===== config.mk =====
export PLATFORM = sky130hd
export DESIGN_NAME = hamming_sec_codec_core
export DESIGN_NICKNAME = d
export VERILOG_FILES = /design/src/hw/rtl/hsc_pkg.sv /design/src/hw/rtl/hsc_cfg_regs.sv /design/src/hw/rtl/hsc_codec.sv /design/src/hw/rtl/hamming_sec_codec_core.sv
export SDC_FILE = /design/constraint.sdc
export NUM_CORES = 1
export LEC_CHECK = 0
export BUFFER_PORTS_ARGS = -buffer_cell sky130_fd_sc_hd__buf_2
export CELL_PAD_IN_SITES_DETAIL_PLACEMENT = 1
export CELL_PAD_IN_SITES_GLOBAL_PLACEMENT = 2
export CORE_AREA = 2 2 155 142
export DETAILED_ROUTE_END_ITERATION = 7
export DIE_AREA = 0 0 157 144
export GPL_TIMING_DRIVEN = 1
export PLACE_DENSITY = 0.9
export SLEW_MARGIN = 10
export SYNTH_ARGS = -nofsm -noshare
export SYNTH_HDL_FRONTEND = slang
export SYNTH_SLANG_ARGS = --single-unit

===== constraint.sdc =====
create_clock -name i_clk -period 31.6 [get_ports i_clk]
set_clock_uncertainty 0.05 [all_clocks]
set_input_delay 1.58 -clock i_clk [delete_from_list [all_inputs] [get_ports i_clk]]
set_output_delay 1.58 -clock i_clk [all_outputs]
set_load 0.03 [all_outputs]

===== src/hw/rtl/hsc_pkg.sv =====
// ----------------------------------------------------------------------------
// hsc_pkg
// Shared widths, register index and code-geometry functions for the
// Hamming single-error-correcting codec.
// ----------------------------------------------------------------------------
package hsc_pkg;

    localparam int WORD_W   = 31;
    localparam int DL_W     = 5;
    localparam int LEN_W    = 6;
    localparam int POS_W    = 5;
    localparam int APB_AW   = 3;
    localparam int APB_DW   = 32;
    localparam int DL_MAX   = 31;

    localparam logic [DL_W-1:0] DATA_LEN_RST = 5'd4;

    typedef enum logic {
        REG_DATA_LEN = 1'b0,
        REG_NONE     = 1'b1
    } t_reg_idx;

    typedef enum logic {
        KIND_ENCODE = 1'b0,
        KIND_DECODE = 1'b1
    } t_kind;

    function automatic int parity_count(input int k);
        int p;
        p = 0;
        for (int i = 0; i < 7; i++) begin
            if ((1 << p) < k + p + 1) begin
                p = p + 1;
            end
        end
        return p;
    endfunction

    function automatic int code_len(input int dl, input int kmax);
        int k;
        k = dl;
        if (k < 1) begin
            k = 1;
        end
        if (k > kmax) begin
            k = kmax;
        end
        return k + parity_count(k);
    endfunction

    function automatic bit is_pow2(input int v);
        return (v != 0) && ((v & (v - 1)) == 0);
    endfunction

    // index of the data bit held at a non-parity position
    function automatic int data_index(input int pos);
        int j;
        j = 0;
        for (int q = 1; q < pos; q++) begin
            if (!is_pow2(q)) begin
                j = j + 1;
            end
        end
        return j;
    endfunction

endpackage


===== src/hw/rtl/hsc_cfg_regs.sv =====
// ----------------------------------------------------------------------------
// hsc_cfg_regs
// APB register file holding the data length, with the code length
// derived at write time.
// ----------------------------------------------------------------------------
module hsc_cfg_regs import hsc_pkg::*; #(
    parameter int MAX_DATA_BITS = 26
) (
    input  logic                 i_clk,
    input  logic                 i_rst_n,
    input  logic                 psel,
    input  logic                 penable,
    input  logic                 pwrite,
    input  logic [APB_AW-1:0]    paddr,
    input  logic [APB_DW-1:0]    pwdata,
    output logic [APB_DW-1:0]    prdata,
    output logic                 pready,
    output logic [LEN_W-1:0]     o_code_len
);

    logic [DL_W-1:0]  r_data_len;
    logic [DL_W-1:0]  n_data_len;
    logic [LEN_W-1:0] r_code_len;
    logic [LEN_W-1:0] n_code_len;
    logic             wr_en;
    t_reg_idx         reg_idx;

    assign reg_idx = t_reg_idx'(paddr[2]);
    assign wr_en   = psel && penable && pwrite && (reg_idx == REG_DATA_LEN);

    always_comb begin
        n_data_len = r_data_len;
        n_code_len = r_code_len;
        if (wr_en) begin
            n_data_len = pwdata[DL_W-1:0];
            n_code_len = LEN_W'(code_len(int'(pwdata[DL_W-1:0]), MAX_DATA_BITS));
        end
    end

    always_ff @(posedge i_clk) begin
        if (!i_rst_n) begin
            r_data_len <= DATA_LEN_RST;
            r_code_len <= LEN_W'(code_len(int'(DATA_LEN_RST), MAX_DATA_BITS));
        end else begin
            r_data_len <= n_data_len;
            r_code_len <= n_code_len;
        end
    end

    assign prdata     = (reg_idx == REG_DATA_LEN) ? APB_DW'(r_data_len) : '0;
    assign pready     = 1'b1;
    assign o_code_len = r_code_len;

endmodule


===== src/hw/rtl/hsc_codec.sv =====
// ----------------------------------------------------------------------------
// hsc_codec
// Combinational encode and decode: data spreading, syndrome tree,
// parity insertion and single-bit correction.
// ----------------------------------------------------------------------------
module hsc_codec import hsc_pkg::*; #(
    parameter int CW_W = 31,
    parameter int S_W  = 5
) (
    input  logic              i_kind,
    input  logic [WORD_W-1:0] i_word,
    input  logic [LEN_W-1:0]  i_code_len,
    output logic [WORD_W-1:0] o_codeword,
    output logic              o_error_found,
    output logic [POS_W-1:0]  o_error_position,
    output logic              o_position_invalid
);

    logic [CW_W-1:0] spread;
    logic [CW_W-1:0] nmask;
    logic [CW_W-1:0] base;
    logic [CW_W-1:0] par_bits;
    logic [CW_W-1:0] flip;
    logic [CW_W-1:0] cw;
    logic [S_W-1:0]  syn;
    logic            found;
    logic            invalid;
    logic            is_dec;

    // data bits fill the non-power-of-two positions in order
    for (genvar b = 0; b < CW_W; b++) begin : g_spread
        localparam int J = data_index(b + 1);
        if (is_pow2(b + 1) || (J >= WORD_W)) begin : g_zero
            assign spread[b] = 1'b0;
        end else begin : g_data
            assign spread[b] = i_word[J];
        end
    end

    assign is_dec = (t_kind'(i_kind) == KIND_DECODE);

    always_comb begin
        for (int b = 0; b < CW_W; b++) begin
            nmask[b] = (LEN_W'(b) < i_code_len);
        end
        base = is_dec ? (CW_W'(i_word) & nmask) : (spread & nmask);

        syn = '0;
        for (int b = 0; b < CW_W; b++) begin
            if (base[b]) begin
                syn = syn ^ S_W'(b + 1);
            end
        end

        for (int b = 0; b < CW_W; b++) begin
            par_bits[b] = is_pow2(b + 1) && (|(syn & S_W'(b + 1)));
            flip[b]     = (syn == S_W'(b + 1));
        end

        found   = (syn != '0);
        invalid = found && (LEN_W'(syn) > i_code_len);

        if (is_dec) begin
            cw = (found && !invalid) ? (base ^ flip) : base;
        end else begin
            cw = base | par_bits;
        end
    end

    assign o_codeword         = cw[WORD_W-1:0];
    assign o_error_found      = is_dec && found;
    assign o_error_position   = is_dec ? syn[POS_W-1:0] : '0;
    assign o_position_invalid = is_dec && invalid;

endmodule


===== src/hw/rtl/hamming_sec_codec_core.sv =====
// ----------------------------------------------------------------------------
// hamming_sec_codec_core
// Hamming single-error-correcting encoder/decoder with even parity.
// Path: an input register, loaded at acceptance, then a result register,
// loaded once the result side has room. Throughput: one request per cycle
// unless the result side stalls, set by single-pass parity/syndrome logic.
// Reset: synchronous active low, clears both stage valids, data_len = 4.
// ----------------------------------------------------------------------------
module hamming_sec_codec_core import hsc_pkg::*; #(
    parameter int MAX_DATA_BITS = 26
) (
    input  logic                 i_clk,
    input  logic                 i_rst_n,
    input  logic                 i_valid,
    output logic                 o_ready,
    input  logic                 i_kind,
    input  logic [WORD_W-1:0]    i_word,
    output logic                 o_valid,
    input  logic                 i_ready,
    output logic [WORD_W-1:0]    o_codeword,
    output logic                 o_error_found,
    output logic [POS_W-1:0]     o_error_position,
    output logic                 o_position_invalid,
    input  logic                 psel,
    input  logic                 penable,
    input  logic                 pwrite,
    input  logic [APB_AW-1:0]    paddr,
    input  logic [APB_DW-1:0]    pwdata,
    output logic [APB_DW-1:0]    prdata,
    output logic                 pready
);

    localparam int N_MAX = code_len(DL_MAX, MAX_DATA_BITS);
    localparam int CW_W  = (N_MAX > WORD_W) ? N_MAX : WORD_W;
    localparam int S_W   = $clog2(CW_W + 1);

    logic [LEN_W-1:0]  code_len_q;
    logic              r_in_valid;
    logic              n_in_valid;
    logic              r_kind;
    logic [WORD_W-1:0] r_word;
    logic              r_out_valid;
    logic              n_out_valid;
    logic [WORD_W-1:0] r_codeword;
    logic              r_error_found;
    logic [POS_W-1:0]  r_error_position;
    logic              r_position_invalid;
    logic [WORD_W-1:0] c_codeword;
    logic              c_error_found;
    logic [POS_W-1:0]  c_error_position;
    logic              c_position_invalid;
    logic              in_take;
    logic              s1_ready;
    logic              s1_move;

    hsc_cfg_regs #(
        .MAX_DATA_BITS (MAX_DATA_BITS)
    ) u_cfg (
        .i_clk      (i_clk),
        .i_rst_n    (i_rst_n),
        .psel       (psel),
        .penable    (penable),
        .pwrite     (pwrite),
        .paddr      (paddr),
        .pwdata     (pwdata),
        .prdata     (prdata),
        .pready     (pready),
        .o_code_len (code_len_q)
    );

    hsc_codec #(
        .CW_W (CW_W),
        .S_W  (S_W)
    ) u_codec (
        .i_kind             (r_kind),
        .i_word             (r_word),
        .i_code_len         (code_len_q),
        .o_codeword         (c_codeword),
        .o_error_found      (c_error_found),
        .o_error_position   (c_error_position),
        .o_position_invalid (c_position_invalid)
    );

    assign s1_ready = !r_out_valid || i_ready;
    assign o_ready  = !r_in_valid || s1_ready;
    assign in_take  = i_valid && o_ready;
    assign s1_move  = r_in_valid && s1_ready;

    always_comb begin
        n_in_valid = r_in_valid;
        if (in_take) begin
            n_in_valid = 1'b1;
        end else if (s1_move) begin
            n_in_valid = 1'b0;
        end

        n_out_valid = r_out_valid;
        if (s1_move) begin
            n_out_valid = 1'b1;
        end else if (i_ready) begin
            n_out_valid = 1'b0;
        end
    end

    always_ff @(posedge i_clk) begin
        if (!i_rst_n) begin
            r_in_valid  <= 1'b0;
            r_out_valid <= 1'b0;
        end else begin
            r_in_valid  <= n_in_valid;
            r_out_valid <= n_out_valid;
        end
    end

    always_ff @(posedge i_clk) begin
        if (in_take) begin
            r_kind <= i_kind;
            r_word <= i_word;
        end
        if (s1_move) begin
            r_codeword         <= c_codeword;
            r_error_found      <= c_error_found;
            r_error_position   <= c_error_position;
            r_position_invalid <= c_position_invalid;
        end
    end

    assign o_valid            = r_out_valid;
    assign o_codeword         = r_codeword;
    assign o_error_found      = r_error_found;
    assign o_error_position   = r_error_position;
    assign o_position_invalid = r_position_invalid;

endmodule


==> results of run 1 <==
stage by stage:
stage	util (%)	cell area (µm²)	std cells	setup WS, ps
2_1_floorplan	-	7940	846	13010
3_3_place_gp	39.9	8420	1175	10800
3_5_place_dp	39.9	8420	1175	10370
4_1_cts	41.2	8700	1191	10550
5_1_grt	41.2	8700	1191	8360
6_report	41.2	8700	1192	10460
area by class of cell:
cell class / count / area share [%]
antenna: 1 / 0.0287
clock inverter: 7 / 0.604
inverter: 47 / 2.03
sequential: 83 / 27.1
clock buffer: 9 / 2.59
timing repair buffer: 95 / 5.63
multi-input combinational: 659 / 57.8
tap: 291 / 4.18
cells by family after synthesis:
family / after synthesis / synth area share [%]
AO/OA/AOI/OAI: 170 / 15.9
XOR/XNOR: 85 / 11.3
adder cells (fa/ha/maj): 83 / 13.8
buffers and inverters: 104 / 7.10
flip-flops: 83 / 30.2
multiplexers: 33 / 4.28
other: 2 / 0.0959
AND/OR/NAND/NOR: 256 / 17.4
critical path, delay by kind of cell:
family	cells	cell delay (ps)
compound gates	30	7950
fa+ha+maj	16	4820
simple gates	22	3680
buf+inv	8	1360
mux	2	1050
xor+xnor	5	910
sequential cells by signal, summed over array words and instances, names as in the netlist, 5 cells and up:
name	flops
u_cfg.o_code_len	6
u_cfg.r_data_len	5
o_error_position	5
r_word	31
o_codeword	31
layout by cell type (no fill, tap or decap), types with 12 or more instances in the layout:
| cell | synthesis | layout |
|---|---|---|
| buf_2 | 12 | 89 |
| ha_1 | 77 | 77 |
| edfxtp_1 | 70 | 70 |
| nand2_1 | 57 | 57 |
| nor2_1 | 51 | 51 |
| xnor2_1 | 50 | 50 |
| inv_1 | 44 | 44 |
| o21ai_0 | 36 | 36 |
| conb_1 | 2 | 32 |
| a21oi_1 | 31 | 31 |
| mux2i_1 | 29 | 29 |
| xor2_1 | 25 | 25 |
| nor2b_1 | 24 | 23 |
| nand3_1 | 22 | 22 |
| and2_1 | 19 | 19 |
| nand2b_1 | 13 | 13 |
| a21o_1 | 13 | 13 |
| dfxtp_1 | 13 | 13 |
| nor3_1 | 12 | 12 |
path summary, 6_finish.rpt:
kind	startpoint	to	slack, ps	cells past startpoint
setup reg to reg	u_cfg.o_code_len[5]$_SDFFE_PN0P_	o_codeword[26]$_DFFE_PP_	26120	18
hold reg to reg	u_cfg.r_data_len[3]$_SDFFE_PN0P_	u_cfg.r_data_len[3]$_SDFFE_PN0P_	410	2
setup / recovery	pwdata[4]	u_cfg.o_code_len[5]$_SDFFE_PN0P_	10460	83
hold / removal	u_cfg.r_data_len[3]$_SDFFE_PN0P_	u_cfg.r_data_len[3]$_SDFFE_PN0P_	410	2
routing by layer:
metal | vias to the layer above | track usage (%) | share of wire, %
li1 | 3046 | - | -
met1 | 3021 | 27.6 | 50
met2 | 129 | 29.5 | 45
met3 | 22 | 3.00 | 4.2
met4 | 0 | 5.46 | 1.4
met5 | - | 0 | 0
==> run metrics, run 1 <==
RSZ-0062 raised after global routing false; final worst path period share approximately two thirds; Clock Path Buffers 2; Post-synth top cells ha_1 (77), edfxtp_1 (70), nand2_1 (57); Skew-Pair Late Insertion Delay 350 ps; final count of hold timing violations 0; Num CTS Buffers 9; maxcap violations 0; Synth area leaders edfxtp_1 (27%), ha_1 (12%), xnor2_1 (5.6%); Pins Over Slew Limit 0; via count approximately 6200; H-tree levels 3; Crit. End Element register; first-pass GRT wire length approximately 34000 µm; fmax about 47 MHz; TritonCTS clock tree built; Synth Cell Area slightly below 8000 µm²; router iterations before antenna repair 4; vias in the first global route roughly 6200; ys flop type edfxtp_1; drt total wl roughly 21000 µm; Starting Density a little under two fifths; largest net degree at the start of global routing slightly below 50; CP max stage cell a2111oi_0; CORE AREA 21100 µm²; FF+latch area 2360 µm²; share of cells above drive strength 1 about 17%; DRC violations left 0; CTS resizes 0; type of origin of the critical path primary input; WHS 414 ps; Post-Syn Instances slightly above 800; Avg Synthesized Cell Area 9.59 µm²; DR vias/cell roughly 5.2; Site Rows approximately 50; status finished clean; wire per inst around 18 µm; Ports between 100 and 150; most frequent cell after synthesis ha_1; initial antenna violation count 1; Slew @ Worst Pin 1040 ps; crit-path max FO 16; Async SR Flop Fraction 0%; Tot GR Track Use a little under a fifth; Critical Path AT ~21000 ps; setup TNS 0 ps; area occupied by multi-input gates just over 5000 µm²; # fillers 2434; Clock transition at path regs about 70 ps; Syn. warnings 0; global route total overflow 0; # port buffers about 90; CP max stage delay around 730 ps; cts hold-fix bufs 0; detailed placement HPWL about 17000 µm; Synth top area share roughly 27%; Chip Width roughly 160 µm; proportion of synthesized chip area in sequential cells 30.2%; drt initial violations approximately 320; Die Ht between 100 and 150 µm; Die Footprint 22600 µm²; CTS Sinks between 80 and 90; Slew HR a little under a third; RD Place Congestion 0.906; Worst EP required between 30000 and 40000 ps; worst min-delay path class register to register; # nets final about 1100; Yosys reg bits 83; Routed Antenna Nets 0; EDFF count, synth 70; critical path's most frequent cell ha_1; Setup CP Type primary input to register; P&R area growth vs syn 11.2%; Synth area leader edfxtp_1; clk root buf clkbuf_16; synth unique cells 90; Period minus WS final 21140 ps; Setup-failing EPs final 0; Post-CTS Setup Bufs 0
Power of run 1 is not shown: default switching activity piles up to over one toggle a cycle in this logic, so the estimate is an artifact.
==> run 2, diff against run 1 <==
--- a/config.mk
+++ b/config.mk
@@ -8,11 +8,11 @@
 export BUFFER_PORTS_ARGS = -buffer_cell sky130_fd_sc_hd__buf_2
 export CELL_PAD_IN_SITES_DETAIL_PLACEMENT = 1
 export CELL_PAD_IN_SITES_GLOBAL_PLACEMENT = 2
-export CORE_AREA = 2 2 155 142
+export CORE_AREA = 2 2 168 154
 export DETAILED_ROUTE_END_ITERATION = 7
-export DIE_AREA = 0 0 157 144
+export DIE_AREA = 0 0 170 156
 export GPL_TIMING_DRIVEN = 1
-export PLACE_DENSITY = 0.9
+export PLACE_DENSITY = 0.81
 export SLEW_MARGIN = 10
 export SYNTH_ARGS = -nofsm -noshare
 export SYNTH_HDL_FRONTEND = slang
==> constraint.sdc (replaced) <==
create_clock -name i_clk -period 18.9 [get_ports i_clk]
set_clock_uncertainty 0.05 [all_clocks]
set_input_delay 0.945 -clock i_clk [delete_from_list [all_inputs] [get_ports i_clk]]
set_output_delay 0.945 -clock i_clk [all_outputs]
set_load 0.03 [all_outputs]
==> run 2 against run 1 <==
Compared with the run above:
- critical path depth rose by 6
- die area rose by 17%
- global-route usage fell by 2.2 points
- first-iteration DRC count rose by 16%
- core utilization fell by 4.6 points
- hold slack got worse by 3.2 ps
- routed wire length rose by 4.2%
- count of clock-buffer cells in the layout did not move
- final area rose by 4.3%
- cell count rose by 4.5%
- non-clock buffer count rose by 33
- sequential share of layout area fell by 1.1 points
- critical path type unchanged
==> run metrics, run 2 (synthesis results as in run 1) <==
WL met3 roughly 700 µm; # fillers about 2900; n_diodes 0; detailed placement HPWL approximately 18000 µm; type of origin of the critical path primary input; Slew @ Worst Pin just over 1000 ps; fmax 57.4 MHz; Setup CP Type primary input to register; Num CTS Buffers 9; Die Footprint around 27000 µm²; Clock Path Buffers 2; CTS Sinks 83; Period minus WS final 17440 ps; setup TNS 0 ps; RD Place Congestion between 0.8 and 0.9; via count 6310; Die Ht ~160 µm; CP delay by family, top compound AO/OA/AOI/OAI gates; crit-path max FO 16; share of cells above drive strength 1 between 20% and 30%; Starting Density 31.6%; Worst R2R Start u_cfg.o_code_len[3]$_SDFFE_PN0P_; Worst EP required 19130 ps; Ports between 100 and 150; first-pass GRT wire length about 35000 µm; Pins Over Slew Limit 0; wire per inst approximately 18 µm; wl on met1 between 10000 and 15000 µm; # nets final between 1000 and 1500; met2 wire len 9720 µm; CP Launch Point pwdata[4]; Slew HR 30.9%; DRC violations left 0; setup slack, reg-to-reg ~14000 ps; # port buffers 89; H-tree levels 3; commonest non-fill, non-tap cell in the layout buf_2; vias in the first global route roughly 6300; global route total overflow 0; Reg2Reg Depth 18; R2R Path End o_codeword[25]$_DFFE_PP_; crit path to u_cfg.o_code_len[5]$_SDFFE_PN0P_; CP max stage delay ~520 ps; largest net degree at the start of global routing 49; critical path depth 89; worst min-delay path class register to register; Critical Path AT between 15000 and 20000 ps; drt initial violations 370; CORE AREA about 25000 µm²; CP bufs+invs 14; Skew-Pair Late Insertion Delay about 350 ps; Routed Antenna Nets 0; TritonCTS clock tree built; final worst path period share about 90%; placed inst area a little under 9000 µm²; RSZ-0062 raised after global routing false; final count of hold timing violations 0; DR vias/cell between 5 and 6; initial antenna violation count 0; drt total wl 22100 µm; maxcap violations 0; Clock transition at path regs about 70 ps; Highest Signal Layer met4; most frequent cells in the layout buf_2 (87), ha_1 (75), edfxtp_1 (70); Chip Width between 150 and 200 µm; Setup-failing EPs final 0; Site Rows 55; status finished clean; critical path's most frequent cell ha_1; clk root buf clkbuf_16; Tot GR Track Use approximately 17%; Crit. End Element register; router iterations before antenna repair 5; P&R area growth vs syn 15.9%; CP max stage cell or4_1; Post-Layout Inst Area between 9000 and 10000 µm²
==> run 2: changes by cell type in the layout (fill, tap and decap cells not counted), sizes merged <==
cell / change
clkinvlp: -1
diode: -1
clkinv: -1
buf: +33
inv: +2
==> run 2: per-layer routing <==
| metal | up-vias | GRT usage (%) |
|---|---|---|
| met4 | 0 | 4.44 |
| met1 | 3069 | 24.7 |
| met3 | 19 | 2.05 |
| met2 | 112 | 26.2 |
| li1 | 3110 | - |
| met5 | - | 0 |
==> run 2: repair_timing <==
item | CTS | global route
buffers inserted | 0 | 4
hold endpoints to repair | 0 | 0
endpoints found under the setup margin | 0 | 5
resized for setup | 0 | 26
hold buffers | 0 | 0
==> run 2: worst min path at each step <==
stage                                      from                               end  cells past startpoint
6_report       u_cfg.r_data_len[3]$_SDFFE_PN0P_  u_cfg.r_data_len[3]$_SDFFE_PN0P_                      2
5_1_grt        u_cfg.r_data_len[3]$_SDFFE_PN0P_  u_cfg.r_data_len[3]$_SDFFE_PN0P_                      2
4_1_cts        u_cfg.r_data_len[3]$_SDFFE_PN0P_  u_cfg.r_data_len[3]$_SDFFE_PN0P_                      2
3_5_place_dp   u_cfg.r_data_len[2]$_SDFFE_PN1P_  u_cfg.r_data_len[2]$_SDFFE_PN1P_                      2
3_3_place_gp   u_cfg.r_data_len[0]$_SDFFE_PN0P_  u_cfg.r_data_len[0]$_SDFFE_PN0P_                      2
2_1_floorplan  u_cfg.r_data_len[2]$_SDFFE_PN1P_  u_cfg.r_data_len[2]$_SDFFE_PN1P_                      2
==> run 2: cell type report <==
type | instances | area, µm² | share of cell area, %
inverter | 47 | 176 | 1.94
clock buffer | 9 | 225 | 2.48
tap | 313 | 392 | 4.31
multi-input combinational | 659 | 5110 | 56.3
timing repair buffer | 128 | 751 | 8.27
sequential | 83 | 2360 | 26.0
clock inverter | 7 | 57.6 | 0.634
==> run 2: stage by stage <==
stage                     setup WS (ps)  utilization (%)  hold WS [ps]  cells
after floorplan                     948                -           383    846
after global placement              437             35.0           396   1226
after detailed placement           99.6             35.0           404   1226
after CTS                           335             36.1           414   1242
after global routing               2.55             36.6           444   1246
final                              1460             36.6           411   1246
==> run 2: tightest hold or removal path, stage by stage, from the launching register on <==
cell and delay, ps:
dfxtp_1 310, nand2_1 50, a21boi_0 60
Power of run 2 is left out for the same reason.
==> run 3, diff against run 2 <==
--- a/config.mk
+++ b/config.mk
@@ -5,12 +5,13 @@
 export SDC_FILE = /design/constraint.sdc
 export NUM_CORES = 1
 export LEC_CHECK = 0
+export ABC_AREA = 1
 export BUFFER_PORTS_ARGS = -buffer_cell sky130_fd_sc_hd__buf_2
 export CELL_PAD_IN_SITES_DETAIL_PLACEMENT = 1
 export CELL_PAD_IN_SITES_GLOBAL_PLACEMENT = 2
-export CORE_AREA = 2 2 168 154
+export CORE_AREA = 2 2 171 156
 export DETAILED_ROUTE_END_ITERATION = 7
-export DIE_AREA = 0 0 170 156
+export DIE_AREA = 0 0 173 158
 export GPL_TIMING_DRIVEN = 1
 export PLACE_DENSITY = 0.81
 export SLEW_MARGIN = 10
==> constraint.sdc (replaced) <==
create_clock -name i_clk -period 15.79 [get_ports i_clk]
set_clock_uncertainty 0.05 [all_clocks]
set_input_delay 0.7895 -clock i_clk [delete_from_list [all_inputs] [get_ports i_clk]]
set_output_delay 0.7895 -clock i_clk [all_outputs]
set_load 0.03 [all_outputs]
==> run 3 against run 2 <==
Compared with the run above:
- global-route usage down 1.7 points
- first-iteration DRC count down 32%
- critical path depth down 2
- sequential share of layout area up 0.96 points
- non-clock buffer count down 17
- routed wire length down 5.1%
- count of clock-buffer cells in the layout up 2
- flip-flop and latch count unchanged
- critical endpoint unchanged
- highest routed layer unchanged
==> run metrics, run 3 <==
status finished clean; maxcap violations 0; EDFF count, synth 70; initial antenna violation count 0; Synth area leader edfxtp_1; drt initial violations between 200 and 300; TritonCTS clock tree built; synth unique cells 47; Critical Path AT approximately 15000 ps; most frequent cells in the layout nand2_1 (152), inv_1 (105), buf_2 (89); Site Rows 56; proportion of synthesized chip area in sequential cells about a third; critical path's most frequent cell ha_1; Async SR Flop Fraction 0%; H-tree levels 3; Syn. warnings 0; Chip Width roughly 170 µm; Avg Synthesized Cell Area 8.22 µm²; Post-synth top cells nand2_1 (152), inv_1 (105), xor2_1 (84); Clock transition at path regs ~60 ps; most frequent cell after synthesis nand2_1; Period minus WS final roughly 15000 ps; Die Ht between 150 and 200 µm; Crit. End Element register; crit-path max FO 7; Setup-failing EPs final 0; # port buffers slightly below 90; CTS Sinks just over 80; type of origin of the critical path primary input; M2 GR Usage between 20% and 30%; Skew-Pair Late Insertion Delay between 300 and 400 ps; RSZ-0062 raised after global routing false; Num CTS Buffers 9; P&R area growth vs syn 16.2%; DRC violations left 0; Ports around 150; drt total wl 21000 µm; Yosys reg bits a little over 80; CP max stage cell fa_1; Synth area leaders edfxtp_1 (28%), ha_1 (13%), xor2_1 (9.8%); RD Place Congestion 0.865; Routed Antenna Nets 0; Synth top area share between 20% and 30%; met3 Usage GRT between 2 and 3%; detailed placement HPWL 17400 µm; Setup CP Type primary input to register; setup TNS 0 ps; Slew HR roughly a quarter; fin util between 30% and 40%; cts hold-fix bufs 0; wire per inst around 15 µm; Clock Path Buffers 2; Die Footprint 27300 µm²; clk root buf clkbuf_16; fmax slightly below 70 MHz; Pins Over Slew Limit 0; first-pass GRT wire length around 33000 µm; commonest non-fill, non-tap cell in the layout nand2_1; final std cells w/o fill between 1000 and 1500; share of cells above drive strength 1 a little under a fifth; DR vias/cell about 4.5; vias in the first global route 6194; Post-Syn Instances roughly 900; met1 usage in global routing around a fifth; ys flop type edfxtp_1; # placed instances roughly 1400; busiest grt layer met2; CP max stage delay 430 ps; Starting Density between 20% and 30%; router iterations before antenna repair 5; worst min-delay path class register to register; Slew @ Worst Pin 1150 ps; final worst path period share roughly 92%; Synth Cell Area roughly 7500 µm²; final count of hold timing violations 0; Worst EP required about 16000 ps; via count about 6200; global route total overflow 0; Tot GR Track Use around 15%; largest net degree at the start of global routing 51; CORE AREA between 20000 and 30000 µm²; # nets final 1181; setup slack, reg-to-reg 9880 ps
run 3: changes by cell type in the layout (fill, tap and decap cells not counted), sizes merged, moves of 17 or more:
cell,before,now
nor2,53,79
nor2b,24,0
nand3,22,49
xnor2,51,29
nand2,58,175
inv,50,132
and2,20,1
mux2i,29,0
xor2,25,85
buf,128,111
run 3: per-layer routing:
metal  up-vias  share of wire [%]
met3        18                4.1
li1       3167                  -
met2       124                 46
met1      2937                 49
met5         -                  0
met4         0                1.5
run 3: final timing paths:
path | cells after the start | from | to
setup reg to reg | 22 | r_kind$_DFFE_PP_ | o_codeword[3]$_DFFE_PP_
hold / removal | 2 | u_cfg.r_data_len[1]$_SDFFE_PN0P_ | u_cfg.r_data_len[1]$_SDFFE_PN0P_
setup / recovery | 87 | pwdata[2] | u_cfg.o_code_len[5]$_SDFFE_PN0P_
hold reg to reg | 2 | u_cfg.r_data_len[1]$_SDFFE_PN0P_ | u_cfg.r_data_len[1]$_SDFFE_PN0P_
run 3: kinds of logic (layout without fill, tap and decap cells):
kind of cell	after synthesis	count (layout)	share of synthesized area, %
buffers and inverters	179	262	10.4
and+or+nand+nor	342	342	21.5
AOI/OAI and AO/OA	113	113	8.91
xor gates and xnor gates	114	114	13.4
DFF	83	83	31.4
adders and majority gates	83	83	14.4
other	2	33	0.0997
run 3: area by class of cell:
type | instances | area (µm²)
Clock buffer | 11 | 233
Antenna cell | 1 | 2.50
Fill cell | 3155 | 16900
Timing Repair Buffer | 111 | 611
Multi-Input combinational cell | 684 | 4530
Sequential cell | 83 | 2360
Inverter | 135 | 507
Tap cell | 348 | 435
Clock inverter | 5 | 77.6
run 3: metrics by stage:
step | hold WS [ps] | setup WS, ps | cell area [µm²]
final | 407 | 1190 | 8750
after global routing | 437 | 35.9 | 8750
after CTS | 412 | 870 | 8740
after detailed placement | 403 | 580 | 8430
after global placement | 392 | 868 | 8430
after floorplan | 380 | 1490 | 7640
run 3: critical path, delay by kind of cell:
family | cells | cell delay [ps]
compound gates | 16 | 2290
xor+xnor | 7 | 1160
fa+ha+maj | 18 | 5560
buf+inv | 14 | 1220
simple gates | 32 | 3730
run 3: timing repair:
action                                  CTS  global route
resized for setup                         0             4
endpoints found under the setup margin    0             4
endpoints found under the hold margin     0             0
setup buffers                             0             0
Power of run 3 is left out for the same reason.
